==> src/hw/rtl/civ_cfe_pkg.sv <==
`default_nettype none
// ----------------------------------------------------------------------------
// CI-V command frame encoder package
// Shared item types, operation codes and frame byte constants.
// ----------------------------------------------------------------------------
package civ_cfe_pkg;

    // Operation codes of an input item.
    localparam logic [1:0] OP_SYNC     = 2'd0;
    localparam logic [1:0] OP_BEGIN_TX = 2'd1;
    localparam logic [1:0] OP_END_TX   = 2'd2;

    // Fixed bytes of a frame.
    localparam logic [7:0] PREAMBLE_BYTE   = 8'hFE;
    localparam logic [7:0] CONTROLLER_ADDR = 8'hE0;
    localparam logic [7:0] TERMINATOR_BYTE = 8'hFD;
    localparam logic [7:0] DEST_RESET      = 8'hA4;
    localparam logic [7:0] CMD_DATA_MODE   = 8'h1A;
    localparam logic [7:0] CMD_SET_FREQ    = 8'h05;
    localparam logic [7:0] CMD_PTT         = 8'h1C;
    localparam logic [7:0] SUB_DATA_MODE   = 8'h06;

    // Ten BCD digits cover the whole 32-bit frequency range.
    localparam int BCD_DIGITS = 10;
    localparam int BCD_W      = 4 * BCD_DIGITS;

    // Default depth of the queue between front and back.
    localparam int QUEUE_DEPTH_DEFAULT = 2;

    // Input item.
    typedef struct packed {
        logic [1:0]  operation;
        logic [31:0] frequency_hz;
    } cmd_in_t;

    // Result item.
    typedef struct packed {
        logic [7:0] frame_byte;
        logic       end_of_frame;
        logic       last;
    } frame_out_t;

    // Classified command handed from front to back.
    typedef struct packed {
        logic [1:0]       operation;
        logic [BCD_W-1:0] bcd;
    } cmd_work_t;

endpackage : civ_cfe_pkg
`default_nettype wire

==> src/hw/rtl/civ_cfe_front.sv <==
`default_nettype none
// ----------------------------------------------------------------------------
// CI-V encoder front end
// Accepts command items, drops unused codes and converts the frequency
// to BCD with a double-dabble unit that handles two bits per cycle.
// ----------------------------------------------------------------------------
module civ_cfe_front (
    input  wire logic                   clk,
    input  wire logic                   rst_n,
    input  wire logic                   cmd_valid,
    output logic                        cmd_stall,
    input  wire civ_cfe_pkg::cmd_in_t   cmd,
    output logic                        push,
    output civ_cfe_pkg::cmd_work_t      push_data,
    input  wire logic                   q_full
);
    import civ_cfe_pkg::*;

    localparam logic [3:0] LAST_STEP = 4'd15;

    logic             conv_reg, conv_next;
    logic             pend_reg, pend_next;
    logic [3:0]       cnt_reg, cnt_next;
    logic [1:0]       op_reg, op_next;
    logic [31:0]      bin_reg, bin_next;
    logic [BCD_W-1:0] bcd_reg, bcd_next;
    logic             accept;
    logic [BCD_W-1:0] adj1, adj2;

    // Adds three to every digit above four before the next shift.
    function automatic logic [BCD_W-1:0] dd_adjust(input logic [BCD_W-1:0] v);
        logic [BCD_W-1:0] r;
        r = v;
        for (int d = 0; d < BCD_DIGITS; d++)
        begin
            if (v[4*d +: 4] > 4'd4)
            begin
                r[4*d +: 4] = v[4*d +: 4] + 4'd3;
            end
        end
        return r;
    endfunction

    // Handshake towards the source and towards the queue.
    assign push      = pend_reg && !q_full;
    assign cmd_stall = conv_reg || (pend_reg && q_full);
    assign accept    = cmd_valid && !cmd_stall;

    assign push_data.operation = op_reg;
    assign push_data.bcd       = bcd_reg;

    // Two double-dabble iterations per cycle.
    assign adj1 = dd_adjust(bcd_reg);
    assign adj2 = dd_adjust({adj1[BCD_W-2:0], bin_reg[31]});

    always_comb
    begin
        conv_next = conv_reg;
        pend_next = pend_reg;
        cnt_next  = cnt_reg;
        op_next   = op_reg;
        bin_next  = bin_reg;
        bcd_next  = bcd_reg;

        if (push)
        begin
            pend_next = 1'b0;
        end

        if (conv_reg)
        begin
            bcd_next = {adj2[BCD_W-2:0], bin_reg[30]};
            bin_next = {bin_reg[29:0], 2'b00};
            cnt_next = cnt_reg + 4'd1;
            if (cnt_reg == LAST_STEP)
            begin
                conv_next = 1'b0;
                pend_next = 1'b1;
            end
        end

        // Classify a newly accepted item.
        if (accept)
        begin
            op_next = cmd.operation;
            unique case (cmd.operation) inside
                OP_SYNC, OP_BEGIN_TX:
                begin
                    conv_next = 1'b1;
                    cnt_next  = 4'd0;
                    bin_next  = cmd.frequency_hz;
                    bcd_next  = '0;
                end
                OP_END_TX:
                begin
                    pend_next = 1'b1;
                end
                default:
                begin
                    // Unused code: the item is dropped.
                end
            endcase
        end
    end

    always_ff @(posedge clk or negedge rst_n)
    begin
        if (!rst_n)
        begin
            conv_reg <= 1'b0;
            pend_reg <= 1'b0;
            cnt_reg  <= '0;
        end
        else
        begin
            conv_reg <= conv_next;
            pend_reg <= pend_next;
            cnt_reg  <= cnt_next;
        end
    end

    // Payload registers.
    always_ff @(posedge clk)
    begin
        op_reg  <= op_next;
        bin_reg <= bin_next;
        bcd_reg <= bcd_next;
    end

endmodule : civ_cfe_front
`default_nettype wire

==> src/hw/rtl/civ_cfe_queue.sv <==
`default_nettype none
// ----------------------------------------------------------------------------
// CI-V encoder command queue
// Short first-in first-out queue that parts the front end from the back end.
// ----------------------------------------------------------------------------
module civ_cfe_queue #(
    parameter int DEPTH = civ_cfe_pkg::QUEUE_DEPTH_DEFAULT
) (
    input  wire logic                    clk,
    input  wire logic                    rst_n,
    input  wire logic                    push,
    input  wire civ_cfe_pkg::cmd_work_t  push_data,
    output logic                         full,
    input  wire logic                    pop,
    output logic                         q_valid,
    output civ_cfe_pkg::cmd_work_t       head
);
    import civ_cfe_pkg::*;

    localparam int PTR_W = (DEPTH > 1) ? $clog2(DEPTH) : 1;
    localparam int CNT_W = $clog2(DEPTH + 1);

    cmd_work_t        entry_reg [DEPTH];
    logic [PTR_W-1:0] wr_ptr_reg, wr_ptr_next;
    logic [PTR_W-1:0] rd_ptr_reg, rd_ptr_next;
    logic [CNT_W-1:0] count_reg, count_next;
    logic             do_push, do_pop;

    function automatic logic [PTR_W-1:0] ptr_inc(input logic [PTR_W-1:0] p);
        return (p == PTR_W'(DEPTH - 1)) ? '0 : p + PTR_W'(1);
    endfunction

    assign full    = (count_reg == CNT_W'(DEPTH));
    assign q_valid = (count_reg != '0);
    assign head    = entry_reg[rd_ptr_reg];
    assign do_push = push && !full;
    assign do_pop  = pop && q_valid;

    // Pointer and fill count update.
    always_comb
    begin
        wr_ptr_next = do_push ? ptr_inc(wr_ptr_reg) : wr_ptr_reg;
        rd_ptr_next = do_pop ? ptr_inc(rd_ptr_reg) : rd_ptr_reg;
        count_next  = count_reg;
        if (do_push && !do_pop)
        begin
            count_next = count_reg + CNT_W'(1);
        end
        else if (do_pop && !do_push)
        begin
            count_next = count_reg - CNT_W'(1);
        end
    end

    always_ff @(posedge clk or negedge rst_n)
    begin
        if (!rst_n)
        begin
            wr_ptr_reg <= '0;
            rd_ptr_reg <= '0;
            count_reg  <= '0;
        end
        else
        begin
            wr_ptr_reg <= wr_ptr_next;
            rd_ptr_reg <= rd_ptr_next;
            count_reg  <= count_next;
        end
    end

    // Entry storage.
    always_ff @(posedge clk)
    begin
        if (do_push)
        begin
            entry_reg[wr_ptr_reg] <= push_data;
        end
    end

endmodule : civ_cfe_queue
`default_nettype wire

==> src/hw/rtl/civ_cfe_back.sv <==
`default_nettype none
// ----------------------------------------------------------------------------
// CI-V encoder back end
// Walks the byte positions of the frames for one command and presents one
// byte per cycle through an output register while frame_stall is low.
// ----------------------------------------------------------------------------
module civ_cfe_back (
    input  wire logic                    clk,
    input  wire logic                    rst_n,
    input  wire logic [7:0]              dest_address,
    input  wire logic                    q_valid,
    input  wire civ_cfe_pkg::cmd_work_t  head,
    output logic                         pop,
    output logic                         frame_valid,
    input  wire logic                    frame_stall,
    output civ_cfe_pkg::frame_out_t      frame
);
    import civ_cfe_pkg::*;

    // Positions in the combined stream: data-mode frame, set-frequency
    // frame, then the PTT frame.
    localparam logic [4:0] POS_FIRST    = 5'd0;
    localparam logic [4:0] POS_SYNC_END = 5'd19;
    localparam logic [4:0] POS_PTT      = 5'd20;
    localparam logic [4:0] POS_PTT_END  = 5'd27;

    logic             active_reg, active_next;
    logic [4:0]       idx_reg, idx_next;
    logic [4:0]       end_reg, end_next;
    logic [BCD_W-1:0] bcd_reg, bcd_next;
    logic             ptt_on_reg, ptt_on_next;
    logic             out_valid_reg, out_valid_next;
    frame_out_t       out_reg, out_next;
    logic             advance;
    logic [7:0]       cur_byte;
    logic             cur_eof;

    // Byte at the current stream position.
    always_comb
    begin
        cur_eof = 1'b0;
        case (idx_reg) inside
            5'd0, 5'd1, 5'd9, 5'd10, 5'd20, 5'd21: cur_byte = PREAMBLE_BYTE;
            5'd2, 5'd11, 5'd22:                    cur_byte = dest_address;
            5'd3, 5'd12, 5'd23:                    cur_byte = CONTROLLER_ADDR;
            5'd4:                                  cur_byte = CMD_DATA_MODE;
            5'd5:                                  cur_byte = SUB_DATA_MODE;
            5'd6, 5'd7:                            cur_byte = 8'h01;
            5'd13:                                 cur_byte = CMD_SET_FREQ;
            5'd14:                                 cur_byte = bcd_reg[7:0];
            5'd15:                                 cur_byte = bcd_reg[15:8];
            5'd16:                                 cur_byte = bcd_reg[23:16];
            5'd17:                                 cur_byte = bcd_reg[31:24];
            5'd18:                                 cur_byte = bcd_reg[39:32];
            5'd24:                                 cur_byte = CMD_PTT;
            5'd25:                                 cur_byte = 8'h00;
            5'd26:                                 cur_byte = {7'd0, ptt_on_reg};
            5'd8, 5'd19, 5'd27:
            begin
                cur_byte = TERMINATOR_BYTE;
                cur_eof  = 1'b1;
            end
            default:                               cur_byte = 8'h00;
        endcase
    end

    assign advance     = !out_valid_reg || !frame_stall;
    assign pop         = q_valid && !active_reg;
    assign frame_valid = out_valid_reg;
    assign frame       = out_reg;

    // Sequencer and output register.
    always_comb
    begin
        active_next    = active_reg;
        idx_next       = idx_reg;
        end_next       = end_reg;
        bcd_next       = bcd_reg;
        ptt_on_next    = ptt_on_reg;
        out_valid_next = out_valid_reg;
        out_next       = out_reg;

        if (pop)
        begin
            active_next = 1'b1;
            bcd_next    = head.bcd;
            ptt_on_next = (head.operation == OP_BEGIN_TX);
            unique case (head.operation)
                OP_SYNC:
                begin
                    idx_next = POS_FIRST;
                    end_next = POS_SYNC_END;
                end
                OP_BEGIN_TX:
                begin
                    idx_next = POS_FIRST;
                    end_next = POS_PTT_END;
                end
                default:
                begin
                    idx_next = POS_PTT;
                    end_next = POS_PTT_END;
                end
            endcase
        end
        else if (active_reg && advance)
        begin
            out_valid_next          = 1'b1;
            out_next.frame_byte     = cur_byte;
            out_next.end_of_frame   = cur_eof;
            out_next.last           = (idx_reg == end_reg);
            idx_next                = idx_reg + 5'd1;
            if (idx_reg == end_reg)
            begin
                active_next = 1'b0;
            end
        end

        if (advance && !(active_reg && !pop))
        begin
            out_valid_next = 1'b0;
        end
    end

    always_ff @(posedge clk or negedge rst_n)
    begin
        if (!rst_n)
        begin
            active_reg    <= 1'b0;
            out_valid_reg <= 1'b0;
        end
        else
        begin
            active_reg    <= active_next;
            out_valid_reg <= out_valid_next;
        end
    end

    // Payload registers.
    always_ff @(posedge clk)
    begin
        idx_reg    <= idx_next;
        end_reg    <= end_next;
        bcd_reg    <= bcd_next;
        ptt_on_reg <= ptt_on_next;
        out_reg    <= out_next;
    end

endmodule : civ_cfe_back
`default_nettype wire

==> src/hw/rtl/civ_command_frame_encoder.sv <==
`default_nettype none
// Latency: sync and begin-transmit items pass BCD conversion at two bits per cycle,
// then every item passes the pending flag, queue, sequencer and output register.
// Throughput: one byte per cycle while not stalled; the back end pops a command
// only when idle, and the front end stalls new items while it converts.
// Reset clears all control state and sets dest_address to A4; no clearing pass.
// ----------------------------------------------------------------------------
// CI-V command frame encoder
// Turns radio commands into the byte stream of CI-V frames, with a front end
// for classification and BCD conversion and a back end that emits the bytes.
// ----------------------------------------------------------------------------
module civ_command_frame_encoder #(
    parameter int QUEUE_DEPTH = civ_cfe_pkg::QUEUE_DEPTH_DEFAULT
) (
    input  wire logic                    clk,
    input  wire logic                    rst_n,
    input  wire logic                    cfg_write,
    input  wire logic [7:0]              cfg_data,
    input  wire logic                    cmd_valid,
    output logic                         cmd_stall,
    input  wire civ_cfe_pkg::cmd_in_t    cmd,
    output logic                         frame_valid,
    input  wire logic                    frame_stall,
    output civ_cfe_pkg::frame_out_t      frame
);
    import civ_cfe_pkg::*;

    logic [7:0] dest_reg;
    logic       push;
    cmd_work_t  push_data;
    logic       q_full;
    logic       q_valid;
    cmd_work_t  head;
    logic       pop;

    // Destination address register.
    always_ff @(posedge clk or negedge rst_n)
    begin
        if (!rst_n)
        begin
            dest_reg <= DEST_RESET;
        end
        else if (cfg_write)
        begin
            dest_reg <= cfg_data;
        end
    end

    civ_cfe_front u_front (
        .clk       (clk),
        .rst_n     (rst_n),
        .cmd_valid (cmd_valid),
        .cmd_stall (cmd_stall),
        .cmd       (cmd),
        .push      (push),
        .push_data (push_data),
        .q_full    (q_full)
    );

    civ_cfe_queue #(
        .DEPTH (QUEUE_DEPTH)
    ) u_queue (
        .clk       (clk),
        .rst_n     (rst_n),
        .push      (push),
        .push_data (push_data),
        .full      (q_full),
        .pop       (pop),
        .q_valid   (q_valid),
        .head      (head)
    );

    civ_cfe_back u_back (
        .clk          (clk),
        .rst_n        (rst_n),
        .dest_address (dest_reg),
        .q_valid      (q_valid),
        .head         (head),
        .pop          (pop),
        .frame_valid  (frame_valid),
        .frame_stall  (frame_stall),
        .frame        (frame)
    );

endmodule : civ_command_frame_encoder
`default_nettype wire

==> config.mk <==
export PLATFORM = sky130hd
export DESIGN_NAME = civ_command_frame_encoder
export DESIGN_NICKNAME = d
export VERILOG_FILES = /design/src/hw/rtl/civ_cfe_pkg.sv /design/src/hw/rtl/civ_cfe_front.sv /design/src/hw/rtl/civ_cfe_queue.sv /design/src/hw/rtl/civ_cfe_back.sv /design/src/hw/rtl/civ_command_frame_encoder.sv
export SDC_FILE = /design/constraint.sdc
export NUM_CORES = 1
export LEC_CHECK = 0
export BUFFER_PORTS_ARGS = -buffer_cell sky130_fd_sc_hd__buf_2
export CAP_MARGIN = 30
export CELL_PAD_IN_SITES_DETAIL_PLACEMENT = 2
export CELL_PAD_IN_SITES_GLOBAL_PLACEMENT = 2
export CORE_UTILIZATION = 37
export DETAILED_ROUTE_END_ITERATION = 16
export PLACE_DENSITY = 0.74
export SLEW_MARGIN = 20
export SYNTH_ARGS = -nofsm -noshare
export SYNTH_HDL_FRONTEND = slang
export SYNTH_SLANG_ARGS = --single-unit
==> constraint.sdc <==
create_clock -name clk -period 5.93 [get_ports clk]
set_clock_uncertainty 0.05 [all_clocks]
set_input_delay 0.593 -clock clk [delete_from_list [all_inputs] [get_ports clk]]
set_output_delay 0.593 -clock clk [all_outputs]
set_load 0.05 [all_outputs]
==> flow_summary.json, run 1 <==
{
  "yosysWarnings": 0,
  "cts_buffer_depth": 3,
  "start_kind": "flop",
  "regToRegSetupSlack_ns": 2.96,
  "ff2ff_path_depth": 6,
  "cp.required_ns": 6.29,
  "cts_max_level": 1,
  "netlist.area_leader.share": 0.376,
  "antenna_cells": 0,
  "via_per_inst": 5.51,
  "path_max_fanout": 54,
  "pin_count": 59,
  "critical_path_class": "flop to flop",
  "leakagePower_nw": 5.02,
  "cp_num_buf_inv": 2,
  "initial_utilization": 0.381,
  "p_per_area_mw_per_mm2": 622,
  "critPathMaxStageDelay_ns": 0.67,
  "areaGrowthSynthToFinish_pct": 14.0,
  "synth_compound_area_frac": 0.145,
  "ctsRootBufferMaster": "clkbuf_16",
  "vdd.ir_drop.worst_mv": 0.245,
  "cts_sinks": 235,
  "rows": 63,
  "r2r_end": "u_front.bcd_reg[19]$_DFF_P_",
  "dr.pass1.iters": 4,
  "gp_congestion": 0.821,
  "slowest_stage": "inv_1",
  "synth_xor_area_frac": 0.0237,
  "cts_resized": 0,
  "rsz0062_at_grt": "false",
  "hp-class": "input port to flop",
  "yosys.area_share.simple": 0.114,
  "largest_reg_flops": 84,
  "io_buffers": 58,
  "synth_cell_types": 69,
  "async_flop_share": 0.0851,
  "coreArea_mm2": 0.0300,
  "fin_setup_tns_ns": 0,
  "synth_seq_cells": 235,
  "synth_cells": 1016,
  "worstSetupEndpointType": "flop",
  "fill_cells": 3125,
  "min_period_ns": 2.97,
  "post-route-util": 0.434,
  "vias": 8113,
  "synth_top_family_by_area": "compound AO/OA/AOI/OAI gates",
  "synth-seq-area-share": 0.546,
  "synthTopCellsByCount": "143 x edfxtp_1, 91 x o21ai_0, 75 x a21oi_1",
  "die-area_mm2": 0.0316,
  "avgSynthCellArea_um2": 11.3,
  "synth_edf_count": 143,
  "grt_max_degree": 73,
  "status": "finished, final reports clean",
  "tightest_slew_ns": 0.978,
  "cp_top_family": "buffers and inverters",
  "grt_pass1_vias": 8752,
  "worstPathCellList": "inv_1 > nand3_1 > nor2_4 > buf_4 > nor3_1 > a21o_1",
  "multi_input_area_mm2": 0.00482,
  "period_share": 0.501,
  "cts_buffers": 27,
  "clk_latency_ns": 0.53,
  "avgRoutedWirePerCell_um": 21.0,
  "setup_viol": 0,
  "die_h_um": 178,
  "synthFlopType": "edfxtp_1",
  "fp.dieW_um": 178,
  "antenna_found_initial": 0,
  "antenna_left": 0,
  "synth-adder-area-share": 0.0394,
  "slew_headroom": 0.348,
  "synth.most_common_cell": "edfxtp_1",
  "holdPathEnd": "u_front.bin_reg[10]$_DFF_P_",
  "hold_viol": 0,
  "grt_pass1_wl_um": 49100,
  "drive_above_1_share": 0.182,
  "hp-start": "cmd[10]",
  "synthMuxAreaShare": 0.0975,
  "hold_buffers": 1,
  "clk_pin_slew_worst_paths_ns": 0.06,
  "overflow": 0,
  "drcViolationCount": 0,
  "yosys.area.top_type": "edfxtp_1",
  "nets": 1144,
  "crit_arrival_ns": 3.34,
  "post_cts_buffers": 0,
  "max_freq_mhz": 336,
  "totalWireLength_um": 30900,
  "seqCellArea_mm2": 0.00624,
  "cap_violations": 0,
  "dpl.hpwl_um": 21400,
  "netlist_area_mm2": 0.0114,
  "drt_iter0_drc": 427,
  "cts_tree": "done",
  "rr_startpoint": "u_front.conv_reg$_DFF_PN0_",
  "syn_nets": 1099,
  "grt_util_all_layers": 0.199,
  "drv_slew": 0,
  "ys_top_cells_by_area": "edfxtp_1 38%, dfxtp_1 13%, mux2_2 5.8%",
  "whs_path_depth": 3
}
-- layer usage --
| metal | share of wire | global-route usage | routed length (um) | vias to the layer above |
|---|---|---|---|---|
| li1 | - | - | - | 3841 |
| met4 | 0.024 | 0.0570 | 753 | 0 |
| met1 | 0.45 | 0.262 | 14000 | 4078 |
| met2 | 0.49 | 0.343 | 15200 | 143 |
| met3 | 0.031 | 0.0227 | 963 | 51 |
| met5 | 0 | 0 | 0 | - |
-- stage by stage --
stage	total power, mW	hold slack (ns)	setup slack (ns)	cell area (um^2)	std cells
global route	8.67	0.188	2.71	13000	1472
floorplan	5.40	0.247	3.03	11400	1016
detailed placement	6.40	0.391	3.00	12100	1421
CTS	8.17	0.175	2.97	13000	1472
global placement	6.15	0.386	3.06	12100	1419
finish	8.10	0.202	2.96	13000	1472
-- cell type report --
| cell class | count | area share |
|---|---|---|
| Clock buffer | 35 | 0.0549 |
| Clock inverter | 15 | 0.0136 |
| Inverter | 41 | 0.0118 |
| Multi-Input combinational cell | 685 | 0.370 |
| Sequential cell | 235 | 0.479 |
| Tap cell | 390 | 0.0375 |
| Timing Repair Buffer | 71 | 0.0330 |
-- worst max-delay path by stage --
| stage | from | to | cells past startpoint |
|---|---|---|---|
| after floorplan | u_queue.count_reg[0]$_DFFE_PN0P_ | u_queue.entry_reg[0][0]$_DFFE_PP_ | 3 |
| after global placement | u_front.conv_reg$_DFF_PN0_ | u_front.bcd_reg[27]$_DFF_P_ | 6 |
| after detailed placement | u_front.conv_reg$_DFF_PN0_ | u_front.bcd_reg[19]$_DFF_P_ | 6 |
| after CTS | u_front.conv_reg$_DFF_PN0_ | u_front.bcd_reg[19]$_DFF_P_ | 6 |
| after global routing | u_front.conv_reg$_DFF_PN0_ | u_front.bcd_reg[19]$_DFF_P_ | 6 |
| final | u_front.conv_reg$_DFF_PN0_ | u_front.bcd_reg[19]$_DFF_P_ | 6 |
-- power breakdown --
| group | switching [mW] | internal [mW] | leakage (nW) | total, mW |
|---|---|---|---|---|
| Clock | 0.666 | 1.02 | 0.438 | 1.69 |
| Combinational | 2.11 | 1.58 | 2.44 | 3.69 |
| Sequential | 0.420 | 2.30 | 2.14 | 2.72 |
| Total | 3.20 | 4.90 | 5.01 | 8.10 |
-- kinds of logic (layout without fill, tap and decap cells) --
family,Yosys count,count (layout)
AOI/OAI and AO/OA,270,270
xor gates and xnor gates,31,31
adders and majority gates,36,36
buffers and inverters,96,162
DFF,235,235
muxes,104,104
and+or+nand+nor,244,244
-- cell usage in the layout (no fill, tap or decap), types with 6 or more instances in the layout --
master       n
mux2_2      59
nand2_1     62
edfxtp_1   143
clkinv_2     6
o21ai_0     91
o21a_1       6
a21oi_1     75
a21boi_0     8
or2_2       16
o311ai_0     8
nor3_1      24
ha_1        36
and3_1      11
nor3b_1     12
o211ai_1     6
xor2_1      15
nand3b_1    10
and2_1      10
buf_2       58
buf_4       10
o22ai_1      6
dfxtp_1     72
o21bai_1     6
nor2_1      36
nor2b_1     13
inv_1       41
clkbuf_16   27
dfrtp_1     15
a211o_1      7
clkbuf_1     7
xnor2_1     16
nand2b_1    14
a21o_1      13
o31ai_1     11
nand3_1     11
mux2i_1     45
-- tightest hold or removal path, stage by stage --
cell and delay (ns):
buf_2 0.07, nand2_1 0.03, o21ai_0 0.05
No activity file was read; power rests on OpenSTA's default activity.
==> inputs of run 2 (changes only) <==
- PLACE_DENSITY: 0.74 -> 0.77
- clock period: 5.93 -> 2.45 ns (I/O delays scaled with it)
==> flow_summary.json, run 2 (synthesis gave the netlist of run 1 again) <==
{
  "stdcell_count": 1604,
  "largest_reg_flops": 84,
  "cts_buffer_depth": 3,
  "post-route-util": 0.492,
  "antenna_left": 0,
  "grt_max_degree": 106,
  "fp.dieW_um": 178,
  "leakagePower_nw": 5.75,
  "avgRoutedWirePerCell_um": 26.9,
  "coreArea_mm2": 0.0300,
  "clk_pin_slew_worst_paths_ns": 0.07,
  "grt_util_all_layers": 0.263,
  "setup_ws_ns": -0.162,
  "ctsRootBufferMaster": "clkbuf_16",
  "period_share": 1.07,
  "rr_startpoint": "u_back.idx_reg[1]$_SDFFCE_PP0P_",
  "rsz0062_at_grt": "true",
  "finalPower_mw": 23.7,
  "place_ws_ns": -0.216,
  "critical_path_class": "flop to flop",
  "cts_max_level": 1,
  "io_buffers": 58,
  "cp.required_ns": 2.82,
  "hp-start": "cfg_write",
  "fin_setup_tns_ns": -0.355,
  "hp-class": "input port to flop",
  "worstSetupEndpointType": "flop",
  "path_max_fanout": 6,
  "max_freq_mhz": 383,
  "vias": 9224,
  "gp_congestion": 0.870,
  "dr.pass1.iters": 5,
  "die-area_mm2": 0.0316,
  "violations": "negative setup slack",
  "dpl.hpwl_um": 23700,
  "dp_cells": 1494,
  "initial_utilization": 0.381,
  "pin_count": 59,
  "overflow": 0,
  "status": "finished with violations",
  "grt_pass1_vias": 10300,
  "cap_violations": 0,
  "hold_viol": 0,
  "drcViolationCount": 0,
  "min_period_ns": 2.61,
  "antenna_found_initial": 1,
  "setup_viol": 5,
  "grt_pass1_wl_um": 63100,
  "placed_cell_area_mm2": 0.0127,
  "slew_headroom": 0.495,
  "cp-startpoint": "u_back.idx_reg[1]$_SDFFCE_PP0P_",
  "die_h_um": 178,
  "totalWireLength_um": 43100,
  "fin_area_mm2": 0.0148,
  "cts_sinks": 235,
  "clk_latency_ns": 0.54,
  "drive_above_1_share": 0.299,
  "crit_arrival_ns": 2.98,
  "areaGrowthSynthToFinish_pct": 29.4,
  "cts_tree": "done",
  "final_common_cell": "edfxtp_1",
  "start_kind": "flop",
  "tightest_slew_ns": 0.758,
  "drv_slew": 0,
  "final_cell_mix": "143 x edfxtp_1, 83 x buf_4, 81 x o21ai_0, 70 x a21oi_1, 65 x dfxtp_1",
  "drt_iter0_drc": 604,
  "via_per_inst": 5.75,
  "vdd.ir_drop.worst_mv": 0.632,
  "hold_slack_ns": 0.0641,
  "p_per_area_mw_per_mm2": 1600,
  "nets": 1274,
  "cts_buffers": 28,
  "rows": 63
}
run 2: cell types whose count changed in the layout (fill, tap and decap cells not counted), sizes merged:
cell,delta
buf,+84
dlygate4sd3,+45
diode,+1
bufinv,-1
clkbuf,+4
clkinv,-1
run 2: repair_timing:
item | in CTS | in global routing
hold endpoints to repair | 64 | 0
buffers inserted | 1 | 11
hold buffers | 46 | 0
pin swaps | 4 | 23
gates resized for setup | 34 | 92
setup endpoints to repair | 23 | 30
run 2: path summary, 6_finish.rpt:
check	slack, ns	depth (start not counted)	endpoint
min in group asynchronous	0.18	2	dest_reg[0]$_DFFE_PN0P_
min	0.06	2	dest_reg[1]$_DFFE_PN0P_
min reg2reg	0.40	0	u_queue.entry_reg[0][40]$_DFFE_PP_
max in group asynchronous	1.70	2	u_front.conv_reg$_DFF_PN0_
max reg2reg	-0.16	8	u_back.frame[8]$_SDFFCE_PP1P_
max	-0.16	8	u_back.frame[8]$_SDFFCE_PP1P_
run 2: layout make-up:
| cell class | count | area, um^2 |
|---|---|---|
| multi-input cells | 685 | 5320 |
| fillers | 2935 | 15200 |
| inverters | 41 | 154 |
| clock buffers | 39 | 825 |
| repair buffers | 200 | 1590 |
| diodes | 1 | 2.50 |
| flip-flops and latches | 235 | 6250 |
| clock inverters | 13 | 148 |
| well taps | 390 | 488 |
run 2: worst max-delay path, stage by stage, from the launching register on:
cell,delay [ns]
edfxtp_1,0.55
buf_6,0.20
ha_4,0.17
o211a_1,0.25
a211o_1,0.32
buf_4,0.17
a21boi_1,0.14
o311ai_2,0.43
a21o_1,0.19
run 2: layer usage:
| layer | track usage | routed length [um] | share of wire | up-vias |
|---|---|---|---|---|
| li1 | - | - | - | 4096 |
| met1 | 0.306 | 17000 | 0.40 | 4768 |
| met2 | 0.498 | 23200 | 0.54 | 267 |
| met3 | 0.0317 | 1450 | 0.034 | 93 |
| met4 | 0.0837 | 1400 | 0.032 | 0 |
| met5 | 0 | 0 | 0 | - |
run 2: power breakdown:
group | total, mW | internal (mW) | switching, mW
combinational | 12.7 | 5.60 | 7.12
clock | 4.48 | 2.67 | 1.82
sequential | 6.52 | 5.58 | 0.940
total | 23.7 | 13.9 | 9.87
==> inputs of run 3 (changes only) <==
- ABC_CLOCK_PERIOD_IN_PS: unset -> 2450
- MAX_ROUTING_LAYER: unset -> met4
==> flow_summary.json, run 3 (synthesis gave the netlist of run 1 again) <==
{
  "ctsRootBufferMaster": "clkbuf_16",
  "fill_cells": 2925,
  "r2r_end": "u_back.frame[9]$_SDFFCE_PP1P_",
  "clk_latency_ns": 0.55,
  "overflow": 0,
  "die-area_mm2": 0.0316,
  "start_kind": "flop",
  "critPathMaxStageDelay_ns": 0.57,
  "cpMostUsedCell": "ha_4",
  "hp-class": "input port to flop",
  "rows": 63,
  "grt_pass1_wl_um": 63000,
  "pin_count": 59,
  "final_cell_mix": "143 x edfxtp_1, 84 x buf_4, 80 x o21ai_0, 72 x a21oi_1, 64 x dfxtp_1",
  "worstPathCellList": "ha_4 > and3_4 > ha_4 > inv_1 > buf_4 > o21ai_1 > a21oi_1 > o211ai_1 > a31oi_1",
  "fin_area_mm2": 0.0148,
  "fp.dieW_um": 178,
  "drive_above_1_share": 0.296,
  "final_common_cell": "edfxtp_1",
  "status": "finished with violations",
  "via_per_inst": 5.78,
  "max_freq_mhz": 397,
  "setup_ws_ns": -0.0699,
  "totalWireLength_um": 43000,
  "grt_max_degree": 106,
  "slew_headroom": 0.536,
  "drcViolationCount": 0,
  "period_share": 1.03,
  "clk_pin_slew_worst_paths_ns": 0.08,
  "cts_sinks": 235,
  "worstSetupEndpointType": "flop",
  "gp_congestion": 0.884,
  "vdd.ir_drop.worst_mv": 0.638,
  "ff2ff_path_depth": 9,
  "coreArea_mm2": 0.0300,
  "cp_num_buf_inv": 2,
  "hp-start": "cfg_write",
  "grt_util_all_layers": 0.271,
  "largest_reg_flops": 84,
  "antenna_cells": 0,
  "critical_path_class": "flop to flop",
  "setup_viol": 6,
  "cts_buffer_depth": 3,
  "cts_buffers": 28,
  "nets": 1275,
  "avgRoutedWirePerCell_um": 26.8,
  "crit_arrival_ns": 2.85,
  "areaGrowthSynthToFinish_pct": 29.3,
  "violations": "negative setup slack",
  "initial_utilization": 0.381,
  "slowest_stage": "edfxtp_1",
  "antenna_found_initial": 0,
  "dr.pass1.iters": 5,
  "die_h_um": 178,
  "grt_pass1_vias": 10200,
  "post-route-util": 0.492,
  "hold_viol": 0,
  "drv_slew": 0,
  "p_per_area_mw_per_mm2": 1600,
  "leakagePower_nw": 5.75,
  "vias": 9265,
  "cts_tree": "done",
  "dp_cells": 1494,
  "cp.required_ns": 2.78,
  "path_max_fanout": 4,
  "holdPathEnd": "dest_reg[3]$_DFFE_PN0P_",
  "rsz0062_at_grt": "true",
  "cp_top_family": "compound AO/OA/AOI/OAI gates",
  "rr_startpoint": "u_back.idx_reg[1]$_SDFFCE_PP0P_",
  "drt_iter0_drc": 600,
  "antenna_left": 0,
  "io_buffers": 58,
  "path_depth": 9,
  "stdcell_count": 1604,
  "cap_violations": 0,
  "min_period_ns": 2.52,
  "whs_path_depth": 2,
  "cts_max_level": 1,
  "regToRegSetupSlack_ns": -0.07,
  "tightest_slew_ns": 0.696,
  "placed_cell_area_mm2": 0.0127,
  "dpl.hpwl_um": 23700
}
-- run 3: cell types whose count changed in the layout (fill, tap and decap cells not counted), moves of 2 or more --
| cell | before | now |
|---|---|---|
| o21ai_1 | 8 | 11 |
| a21oi_1 | 70 | 72 |
| a21oi_2 | 5 | 3 |
| a22oi_1 | 2 | 4 |
| a22oi_2 | 2 | 0 |
| o21ai_2 | 3 | 1 |
-- run 3: layout make-up --
type / count / area (um^2) / share of cell area
flip-flops and latches: 235 / 6250 / 0.423
multi-input cells: 685 / 5310 / 0.359
repair buffers: 201 / 1610 / 0.109
clock buffers: 39 / 825 / 0.0558
well taps: 390 / 488 / 0.0330
inverters: 41 / 154 / 0.0104
clock inverters: 13 / 148 / 0.00999
-- run 3: where the power goes --
part / internal (mW) / switching, mW / total [mW]
clock network: 2.67 / 1.82 / 4.48
registers: 5.58 / 0.939 / 6.52
logic: 5.58 / 7.03 / 12.6
-- run 3: through the flow --
| step | setup TNS (ns) | hold slack [ns] | worst slack (ns) | total power, mW |
|---|---|---|---|---|
| final | -0.316 | 0.0736 | -0.0699 | 23.6 |
| after global routing | -0.774 | 0.0661 | -0.161 | 24.7 |
| after CTS | 0 | 0.0515 | 0.00355 | 22.2 |
| after detailed placement | -1.16 | 0.182 | -0.216 | 16.9 |
| after global placement | 0 | 0.173 | 0.0301 | 15.9 |
| after floorplan | 0 | -0.101 | 0.00707 | 13.1 |
-- run 3: worst max-delay path by stage --
stage                               startpoint                             to  slack, ns
2_1_floorplan      u_front.bcd_reg[20]$_DFF_P_    u_front.bcd_reg[22]$_DFF_P_      0.007
3_3_place_gp       u_front.bcd_reg[20]$_DFF_P_    u_front.bcd_reg[22]$_DFF_P_       0.03
3_5_place_dp       u_front.bcd_reg[12]$_DFF_P_    u_front.bcd_reg[14]$_DFF_P_      -0.22
4_1_cts        u_back.idx_reg[0]$_SDFFCE_PP0P_  u_back.frame[1]$_SDFFCE_PP0P_      0.004
5_1_grt        u_back.idx_reg[1]$_SDFFCE_PP0P_  u_back.frame[1]$_SDFFCE_PP0P_      -0.16
6_report       u_back.idx_reg[1]$_SDFFCE_PP0P_  u_back.frame[9]$_SDFFCE_PP1P_      -0.07
-- run 3: repair_timing --
action                     4_1_cts  5_1_grt
buffers inserted                 1       12
gates resized for setup         34       90
hold buffers                    46        0
pin swaps                        4       22
setup endpoints to repair       23       29
hold endpoints to repair        64        0
-- run 3: layer usage --
metal / wire [um] / vias up / global-route usage
li1: - / 4110 / -
met1: 17200 / 4809 / 0.307
met2: 23200 / 254 / 0.498
met3: 1290 / 92 / 0.0300
met4: 1370 / 0 / 0.0819
met5: 0 / - / -
